<file path="src/rtl/scva_pkg.sv">
// Shared constants, register indexes and lane result type for the
// stacked cell voltage averager. No dependencies.
package scva_pkg;

   localparam int NUM_TAPS             = 3;
   localparam int SAMPLE_W             = 12;
   localparam int GAIN_W               = 16;
   localparam int OFFSET_W             = 16;
   localparam int MV_W                 = 18;
   localparam int DEFAULT_WINDOW_DEPTH = 8;

   localparam int               MV_SCALE_W = 12;
   localparam logic [MV_SCALE_W-1:0] MV_SCALE = 12'd3300;
   localparam int               FRAC_SHIFT = 24;

   localparam logic [GAIN_W-1:0] GAIN_RESET = 16'd4096;

   localparam int CSR_INDEX_W = 3;
   localparam int CSR_DATA_W  = 16;
   localparam logic [CSR_INDEX_W-1:0] REG_GAIN_TAP1   = 3'd0;
   localparam logic [CSR_INDEX_W-1:0] REG_GAIN_TAP2   = 3'd1;
   localparam logic [CSR_INDEX_W-1:0] REG_GAIN_TAP3   = 3'd2;
   localparam logic [CSR_INDEX_W-1:0] REG_OFFSET_TAP1 = 3'd3;
   localparam logic [CSR_INDEX_W-1:0] REG_OFFSET_TAP2 = 3'd4;
   localparam logic [CSR_INDEX_W-1:0] REG_OFFSET_TAP3 = 3'd5;

   localparam int REQ_DATA_W = 40;
   localparam int RSP_DATA_W = 56;

   typedef struct packed {
      logic                   valid;
      logic signed [MV_W-1:0] mv;
   } lane_out_type;

endpackage

</file>
<file path="src/rtl/scva_ram.sv">
// Generic single-port-write, single-port-read RAM with registered read.
// No dependencies.
module scva_ram #(
   parameter int WIDTH = 12,
   parameter int DEPTH = 8
) (
   input  logic                                       clock,
   input  logic                                       wr_en,
   input  logic [((DEPTH > 1) ? $clog2(DEPTH) : 1)-1:0] wr_addr,
   input  logic [WIDTH-1:0]                           wr_data,
   input  logic                                       rd_en,
   input  logic [((DEPTH > 1) ? $clog2(DEPTH) : 1)-1:0] rd_addr,
   output logic [WIDTH-1:0]                           rd_data
);

   logic [WIDTH-1:0] mem_ff [DEPTH];
   logic [WIDTH-1:0] rd_data_ff;

   always_ff @(posedge clock) begin
      if (wr_en) begin
         mem_ff[wr_addr] <= wr_data;
      end
      if (rd_en) begin
         rd_data_ff <= mem_ff[rd_addr];
      end
   end

   assign rd_data = rd_data_ff;

endmodule

</file>
<file path="src/rtl/scva_lane.sv">
// One tap lane: sample window in RAM, running sum, average by reciprocal
// multiply, millivolt scaling, gain and offset. Uses scva_pkg and scva_ram.
module scva_lane #(
   parameter int WINDOW_DEPTH = scva_pkg::DEFAULT_WINDOW_DEPTH
) (
   input  logic                                clock,
   input  logic                                reset,
   input  logic                                start,
   input  logic                                take,
   input  logic [scva_pkg::SAMPLE_W-1:0]       sample,
   input  logic [scva_pkg::GAIN_W-1:0]         gain,
   input  logic signed [scva_pkg::OFFSET_W-1:0] offset,
   output scva_pkg::lane_out_type              result
);

   localparam int SAMPLE_W = scva_pkg::SAMPLE_W;
   localparam int MV_W     = scva_pkg::MV_W;
   localparam int SLOT_W   = (WINDOW_DEPTH > 1) ? $clog2(WINDOW_DEPTH) : 1;
   localparam int SUM_W    = SAMPLE_W + $clog2(WINDOW_DEPTH);
   localparam int RECIP_W  = SUM_W + 1;
   localparam int PROD_W   = SUM_W + RECIP_W;
   localparam int SCALED_W = SAMPLE_W + scva_pkg::MV_SCALE_W;
   localparam int GPROD_W  = SCALED_W + scva_pkg::GAIN_W;
   localparam int STAGES   = 7;

   localparam logic [RECIP_W-1:0] RECIP     = RECIP_W'((64'd1 << SUM_W) / WINDOW_DEPTH);
   localparam logic [SUM_W-1:0]   DEPTH_C   = SUM_W'(WINDOW_DEPTH);
   localparam logic [SLOT_W-1:0]  LAST_SLOT = SLOT_W'(WINDOW_DEPTH - 1);

   logic [STAGES-1:0]      stage_ff;
   logic [SLOT_W-1:0]      slot_ff, slot_in;
   logic                   wrapped_ff, wrapped_in;
   logic [SUM_W-1:0]       sum_ff, sum_in;
   logic                   res_valid_ff, res_valid_in;
   logic [SAMPLE_W-1:0]    sample_ff;
   logic [PROD_W-1:0]      prod_ff, prod_in;
   logic [SAMPLE_W-1:0]    avg_ff, avg_in;
   logic [SCALED_W-1:0]    scaled_ff, scaled_in;
   logic [GPROD_W-1:0]     gprod_ff, gprod_in;
   logic signed [MV_W-1:0] mv_ff, mv_in;

   logic [SAMPLE_W-1:0]    rd_data;
   logic [SAMPLE_W-1:0]    oldest;
   logic [SUM_W-1:0]       quot;
   logic [SUM_W-1:0]       quot_depth;
   logic [SUM_W-1:0]       rem;

   scva_ram #(
      .WIDTH(SAMPLE_W),
      .DEPTH(WINDOW_DEPTH)
   ) u_window (
      .clock  (clock),
      .wr_en  (stage_ff[1]),
      .wr_addr(slot_ff),
      .wr_data(sample_ff),
      .rd_en  (stage_ff[0]),
      .rd_addr(slot_ff),
      .rd_data(rd_data)
   );

   always_comb begin
      oldest     = wrapped_ff ? rd_data : '0;
      sum_in     = sum_ff;
      slot_in    = slot_ff;
      wrapped_in = wrapped_ff;
      if (stage_ff[1]) begin
         sum_in = sum_ff - SUM_W'(oldest) + SUM_W'(sample_ff);
         if (slot_ff == LAST_SLOT) begin
            slot_in    = '0;
            wrapped_in = 1'b1;
         end else begin
            slot_in = slot_ff + SLOT_W'(1);
         end
      end

      prod_in    = PROD_W'(sum_ff) * PROD_W'(RECIP);
      quot       = prod_ff[SUM_W +: SUM_W];
      quot_depth = SUM_W'(quot * DEPTH_C);
      rem        = sum_ff - quot_depth;
      avg_in     = quot[SAMPLE_W-1:0] + SAMPLE_W'(rem >= DEPTH_C);
      scaled_in  = SCALED_W'(avg_ff) * SCALED_W'(scva_pkg::MV_SCALE);
      gprod_in   = GPROD_W'(scaled_ff) * GPROD_W'(gain);
      mv_in      = MV_W'(gprod_ff[GPROD_W-1:scva_pkg::FRAC_SHIFT]) + MV_W'(offset);

      res_valid_in = res_valid_ff;
      if (take) begin
         res_valid_in = 1'b0;
      end
      if (stage_ff[STAGES-1]) begin
         res_valid_in = 1'b1;
      end
   end

   always_ff @(posedge clock) begin
      if (reset) begin
         stage_ff     <= '0;
         slot_ff      <= '0;
         wrapped_ff   <= 1'b0;
         sum_ff       <= '0;
         res_valid_ff <= 1'b0;
      end else begin
         stage_ff     <= {stage_ff[STAGES-2:0], start};
         slot_ff      <= slot_in;
         wrapped_ff   <= wrapped_in;
         sum_ff       <= sum_in;
         res_valid_ff <= res_valid_in;
      end
   end

   always_ff @(posedge clock) begin
      if (start) begin
         sample_ff <= sample;
      end
      if (stage_ff[2]) begin
         prod_ff <= prod_in;
      end
      if (stage_ff[3]) begin
         avg_ff <= avg_in;
      end
      if (stage_ff[4]) begin
         scaled_ff <= scaled_in;
      end
      if (stage_ff[5]) begin
         gprod_ff <= gprod_in;
      end
      if (stage_ff[6]) begin
         mv_ff <= mv_in;
      end
   end

   assign result.valid = res_valid_ff;
   assign result.mv    = mv_ff;

endmodule

</file>
<file path="src/rtl/scva_merge.sv">
// Merge stage: turns the three tap voltages into cell voltages and holds
// the result item for the output channel. Uses scva_pkg.
module scva_merge (
   input  logic                                clock,
   input  logic                                reset,
   input  scva_pkg::lane_out_type              lanes [scva_pkg::NUM_TAPS],
   output logic                                take,
   output logic                                rsp_tvalid,
   input  logic                                rsp_tready,
   output logic [scva_pkg::RSP_DATA_W-1:0]     rsp_tdata
);

   localparam int MV_W   = scva_pkg::MV_W;
   localparam int WIDE_W = MV_W + 2;
   localparam int PAD_W  = scva_pkg::RSP_DATA_W - 3 * MV_W;

   localparam logic signed [WIDE_W-1:0] MV_MAX = WIDE_W'((1 << (MV_W - 1)) - 1);
   localparam logic signed [WIDE_W-1:0] MV_MIN = -WIDE_W'(1 << (MV_W - 1));

   function automatic logic [MV_W-1:0] sat_mv(input logic signed [WIDE_W-1:0] x);
      logic [MV_W-1:0] r;
      if (x > MV_MAX) begin
         r = MV_MAX[MV_W-1:0];
      end else if (x < MV_MIN) begin
         r = MV_MIN[MV_W-1:0];
      end else begin
         r = x[MV_W-1:0];
      end
      return r;
   endfunction

   logic signed [WIDE_W-1:0]           v1, v2, v3, cell1, cell2, cell3;
   logic                               rsp_valid_ff, rsp_valid_in;
   logic [scva_pkg::RSP_DATA_W-1:0]    rsp_data_ff, rsp_data_in;

   always_comb begin
      v1    = WIDE_W'(lanes[0].mv);
      v2    = WIDE_W'(lanes[1].mv);
      v3    = WIDE_W'(lanes[2].mv);
      cell3 = v3;
      cell2 = v2 - cell3;
      cell1 = v1 - cell2 - cell3;
      take  = lanes[0].valid && lanes[1].valid && lanes[2].valid
              && (!rsp_valid_ff || rsp_tready);
      rsp_data_in  = {{PAD_W{1'b0}}, sat_mv(cell3), sat_mv(cell2), sat_mv(cell1)};
      rsp_valid_in = rsp_valid_ff;
      if (rsp_tready) begin
         rsp_valid_in = 1'b0;
      end
      if (take) begin
         rsp_valid_in = 1'b1;
      end
   end

   always_ff @(posedge clock) begin
      if (reset) begin
         rsp_valid_ff <= 1'b0;
      end else begin
         rsp_valid_ff <= rsp_valid_in;
      end
   end

   always_ff @(posedge clock) begin
      if (take) begin
         rsp_data_ff <= rsp_data_in;
      end
   end

   assign rsp_tvalid = rsp_valid_ff;
   assign rsp_tdata  = rsp_data_ff;

endmodule

</file>
<file path="src/rtl/stacked_cell_voltage_averager.sv">
// Top level of the stacked cell voltage averager: register block, three tap
// lanes and the merge stage. Uses scva_pkg, scva_lane and scva_merge.
//
// Each item carries one ADC code per stack tap; it yields one item with the
// three cell voltages in millivolts. The block works on one item at a time:
// an item goes through the seven-stage lane pipeline (window RAM read, sum
// update, reciprocal multiply, remainder correction, millivolt scale, gain
// multiply, offset add) into the lane result registers, and the next item is
// taken the cycle after that result leaves the lanes. The output register
// lets a new item start while the previous result waits. No clearing pass
// is needed after reset: the windows count as zero until first filled.
module stacked_cell_voltage_averager #(
   parameter int WINDOW_DEPTH = scva_pkg::DEFAULT_WINDOW_DEPTH
) (
   input  logic                               clock,
   input  logic                               reset,
   input  logic                               req_tvalid,
   output logic                               req_tready,
   // sample_tap1, sample_tap2, sample_tap3, zero pad
   input  logic [scva_pkg::REQ_DATA_W-1:0]    req_tdata,
   output logic                               rsp_tvalid,
   input  logic                               rsp_tready,
   // cell1_mv, cell2_mv, cell3_mv, zero pad
   output logic [scva_pkg::RSP_DATA_W-1:0]    rsp_tdata,
   input  logic                               csr_wr_en,
   input  logic [scva_pkg::CSR_INDEX_W-1:0]   csr_index,
   input  logic [scva_pkg::CSR_DATA_W-1:0]    csr_wdata
);

   localparam int NUM_TAPS = scva_pkg::NUM_TAPS;
   localparam int SAMPLE_W = scva_pkg::SAMPLE_W;

   logic [scva_pkg::GAIN_W-1:0]          gain_ff   [NUM_TAPS];
   logic signed [scva_pkg::OFFSET_W-1:0] offset_ff [NUM_TAPS];
   logic                                 busy_ff, busy_in;
   logic                                 accept;
   logic                                 take;
   scva_pkg::lane_out_type               lane_out [NUM_TAPS];

   assign req_tready = !busy_ff;
   assign accept     = req_tvalid && req_tready;

   always_comb begin
      busy_in = busy_ff;
      if (take) begin
         busy_in = 1'b0;
      end
      if (accept) begin
         busy_in = 1'b1;
      end
   end

   always_ff @(posedge clock) begin
      if (reset) begin
         busy_ff <= 1'b0;
         for (int t = 0; t < NUM_TAPS; t++) begin
            gain_ff[t]   <= scva_pkg::GAIN_RESET;
            offset_ff[t] <= '0;
         end
      end else begin
         busy_ff <= busy_in;
         if (csr_wr_en) begin
            case (csr_index)
               scva_pkg::REG_GAIN_TAP1:   gain_ff[0]   <= csr_wdata;
               scva_pkg::REG_GAIN_TAP2:   gain_ff[1]   <= csr_wdata;
               scva_pkg::REG_GAIN_TAP3:   gain_ff[2]   <= csr_wdata;
               scva_pkg::REG_OFFSET_TAP1: offset_ff[0] <= csr_wdata;
               scva_pkg::REG_OFFSET_TAP2: offset_ff[1] <= csr_wdata;
               scva_pkg::REG_OFFSET_TAP3: offset_ff[2] <= csr_wdata;
               default: begin
               end
            endcase
         end
      end
   end

   for (genvar t = 0; t < NUM_TAPS; t++) begin : g_lane
      scva_lane #(
         .WINDOW_DEPTH(WINDOW_DEPTH)
      ) u_lane (
         .clock (clock),
         .reset (reset),
         .start (accept),
         .take  (take),
         .sample(req_tdata[t*SAMPLE_W +: SAMPLE_W]),
         .gain  (gain_ff[t]),
         .offset(offset_ff[t]),
         .result(lane_out[t])
      );
   end

   scva_merge u_merge (
      .clock     (clock),
      .reset     (reset),
      .lanes     (lane_out),
      .take      (take),
      .rsp_tvalid(rsp_tvalid),
      .rsp_tready(rsp_tready),
      .rsp_tdata (rsp_tdata)
   );

`ifndef NO_ASSERTIONS
   a_lanes_agree: assert property (@(posedge clock) disable iff (reset)
      (lane_out[0].valid == lane_out[1].valid) && (lane_out[1].valid == lane_out[2].valid))
      else $error("tap lanes out of step");

   a_take_busy: assert property (@(posedge clock) disable iff (reset)
      take |-> busy_ff)
      else $error("result taken with no item in flight");

   a_accept_clean: assert property (@(posedge clock) disable iff (reset)
      accept |-> !lane_out[0].valid)
      else $error("item accepted while a lane result is pending");

   a_take_shows: assert property (@(posedge clock) disable iff (reset)
      take |=> rsp_tvalid)
      else $error("taken result not presented");
`endif

endmodule

</file>
<file path="config.mk">
export PLATFORM = sky130hd
export DESIGN_NAME = stacked_cell_voltage_averager
export DESIGN_NICKNAME = d
export VERILOG_FILES = /design/src/rtl/scva_pkg.sv /design/src/rtl/scva_ram.sv /design/src/rtl/scva_lane.sv /design/src/rtl/scva_merge.sv /design/src/rtl/stacked_cell_voltage_averager.sv
export SDC_FILE = /design/constraint.sdc
export NUM_CORES = 2
export LEC_CHECK = 0
export ABC_CLOCK_PERIOD_IN_PS = 9000
export BUFFER_PORTS_ARGS = -buffer_cell sky130_fd_sc_hd__buf_2
export CORE_MARGIN = 1.5
export CORE_UTILIZATION = 48
export DETAILED_ROUTE_END_ITERATION = 16
export SYNTH_ARGS = -nofsm -noshare
export SYNTH_HDL_FRONTEND = slang
export SYNTH_SLANG_ARGS = --single-unit
</file>
<file path="constraint.sdc">
create_clock -name clock -period 9 [get_ports clock]
set_input_delay 0.9 -clock clock [delete_from_list [all_inputs] [get_ports clock]]
set_output_delay 0.9 -clock clock [all_outputs]
set_load 0.03 [all_outputs]
</file>
==> metrics <==
vias in the first global route=50800; area share of the largest cell type after synthesis=29.5%; crit-path cells=nand2_1, fa_1, inv_1, fa_1, inv_1, fa_1, inv_1, fa_1, inv_1, fa_1, inv_1, fa_1, ha_1, a2111oi_0, o221ai_1, nand2_1, a31oi_2, a211oi_2, o31ai_4, a2111oi_4, nor2_1, xnor2_1; fin cells=9248; status=finished clean; final setup margin=1.68 ns; Die X=402 um; multiplexer share of the synthesized area=3.23%; min Tclk post-route=7.32 ns; Syn Area/Cell=10.8 sq um; number of core rows=146; HP Start=req_tdata[34]; Final Power=19.4 mW; H-tree levels=3; reg2reg path depth=22; largest net degree at the start of global routing=68; reg2reg start=gain_ff[0][7]$_DFFE_PP_; Cells after DPL=9073; Synth Instances=7039; Seq/Total Area, Yosys=31.3%; max-slew violation count=0; leakage=37.1 nW; Post-Layout Inst Area=82400 sq um; post-synthesis adder-cell area fraction=37.5%; # hold bufs at CTS=0; Unique masters post-synth=84; Worst-Skew Late Latency=0.73 ns; synthesized area=76300 sq um; Reg2Reg Capture Point=g_lane[0].u_lane.gprod_ff[38]$_DFFE_PP_; Placed Instance Area=79300 sq um; CP Capture Type=flop; crit path max fanout=22; total clock sinks=817; Critical Path AT=7.76 ns; CP top delay family=adder cells; gr ovfl total=0; Placer Congestion=0.859; DRT iter0 DRCs=2839; commonest non-fill, non-tap cell in the layout=inv_1; DRC violations left=0; largest cells by area after synthesis=edfxtp_1, fa_1, ha_1; Max rail drop VDD=0.000284 V; total CTS buffers=90; Final setup viols=0; Simple-Gate Fraction of Synth Area=11.3%; Worst setup SP type=flop; first-pass GRT wire length=273000 um; Via Count=48100; Synth async-reset ratio=0%; fmax=0.137 GHz; hold slack=0.340 ns; I/O Pins=122; slew margin rel.=23.1%; worst reg-to-reg setup slack=1.68 ns; Syn. warnings=0; worst-margin pin slew=1.15 ns; TritonRoute pass-1 iters=6; Yosys top cell by area=edfxtp_1; chip height=402 um; hold worst-path end=g_lane[2].u_lane.sample_ff[10]$_DFFE_PP_; overall routing resource usage=21.4%; CTS-repair resized insts=0; synthesis-to-layout area growth=7.88%; core area=158000 sq um; #FFs+latches synth=817; Post-Synth XOR/XNOR Area=2.86%; Final HPWL DP=128000 um; wire length per cell=18.1 um; most frequent cells in the layout=inv_1, fa_1, nand2_1; DR vias/cell=5.20; Final Cycle Share=81.4%; setup repair after global routing missed its margin=no; power density cells=235 nW/um^2; Die ar.=161000 sq um; CP Class=flop to flop; Fin. Hold Viols=0; CTS Buffer Depth=3; crit path buf inv count=5; pre-CTS WS=1.63 ns; min-delay worst type=input port to flop; CTS tree=yes; layout cells sized above 1=6.99%; hold path cells=1; Compound-Gate Fraction of Synth Area=5.39%; Setup Buffers After CTS=0; clk_skew=0.0572 ns; main flop type after synthesis=edfxtp_1; initial core utilization=48.3%; Worst path slowest cell=edfxtp_1; clock root cell=clkbuf_16; WL final=168000 um; clock transition at the registers of the reported paths=0.06 ns; CP peak stage delay=1.05 ns; initial antenna violation count=10; largest family of logic cells by synthesized area=adder cells; Util after Layout=52.1%; number of enable flip-flop cells after synthesis=750; # nets final=8854; TNS Setup=0 ns; Top cell by count, worst path=fa_1; Buffers on Ports=115; max cap viols=0; Data required, critical path=9.44 ns; Post-DRT Antenna Nets=0
sequential cells by signal (all words and copies together) (netlist names), 7 cells and up:
signal,flops
g_lane.u_lane.prod_ff,36
gain_ff,48
g_lane.u_lane.avg_ff,36
g_lane.u_lane.stage_ff,7
g_lane.u_lane.slot_ff,9
g_lane.u_lane.sample_ff,36
g_lane.u_lane.u_window.rd_data,36
g_lane.u_lane.u_window.mem_ff,288
g_lane.u_lane.mv_ff,54
g_lane.u_lane.scaled_ff,66
g_lane.u_lane.sum_ff,45
g_lane.u_lane.gprod_ff,48
offset_ff,48
u_merge.rsp_tdata,54
how the worst max path moves through the flow:
| stage | from | endpoint | slack (ns) | depth (start not counted) |
|---|---|---|---|---|
| finish | gain_ff[0][7]$_DFFE_PP_ | g_lane[0].u_lane.gprod_ff[38]$_DFFE_PP_ | 1.68 | 22 |
| global route | gain_ff[0][1]$_DFFE_PP_ | g_lane[0].u_lane.gprod_ff[39]$_DFFE_PP_ | 1.14 | 22 |
| CTS | gain_ff[0][7]$_DFFE_PP_ | g_lane[0].u_lane.gprod_ff[38]$_DFFE_PP_ | 1.64 | 22 |
| detailed placement | gain_ff[0][7]$_DFFE_PP_ | g_lane[0].u_lane.gprod_ff[38]$_DFFE_PP_ | 1.63 | 22 |
| global placement | gain_ff[0][7]$_DFFE_PP_ | g_lane[0].u_lane.gprod_ff[39]$_DFFE_PP_ | 1.65 | 22 |
| floorplan | g_lane[0].u_lane.scaled_ff[15]$_DFFE_PP_ | g_lane[0].u_lane.gprod_ff[39]$_DFFE_PP_ | 2.64 | 23 |
area by class of cell:
class	instances	area (sq um)
Fill cell	14100	75800
Multi-Input combinational cell	4521	46100
Sequential cell	817	23900
Inverter	1469	5510
Tap cell	2072	2590
Clock buffer	119	2460
Timing Repair Buffer	194	1170
Clock inverter	48	606
Antenna cell	8	20.0
cells in the mapped netlist (all sizes together) (21+ instances only):
cell type / number
inv: 1468
fa: 985
nand2: 759
edfxtp: 750
ha: 712
and2: 499
clkbuf: 207
nor2: 207
a21oi: 182
xnor2: 171
o21ai: 134
nor3: 83
xor2: 78
mux4: 72
dfxtp: 67
nand3: 67
a21o: 63
mux2i: 43
or3: 38
mux2: 37
nor2b: 37
o21a: 36
a211oi: 34
o21bai: 32
nand2b: 28
and3: 26
buf: 26
nand4: 22
a31oi: 21
power by group:
group	internal (mW)	switching, mW
Sequential	4.57	0.178
Combinational	4.65	6.19
Clock	2.18	1.60
layer usage:
metal  routed length [um]  track usage (%)
met5                   12                0
met4                 3610             5.44
met3                 9760             3.53
met2                78300             35.1
met1                75900             29.6
logic make-up after synthesis:
| family | after synthesis |
|---|---|
| buffers and inverters | 1702 |
| xor gates and xnor gates | 249 |
| and+or+nand+nor | 1794 |
| AOI/OAI and AO/OA | 627 |
| muxes | 152 |
| other | 1 |
| adders and majority gates | 1697 |
| DFF | 817 |
Note: power is estimated with default switching activity, not from simulation.
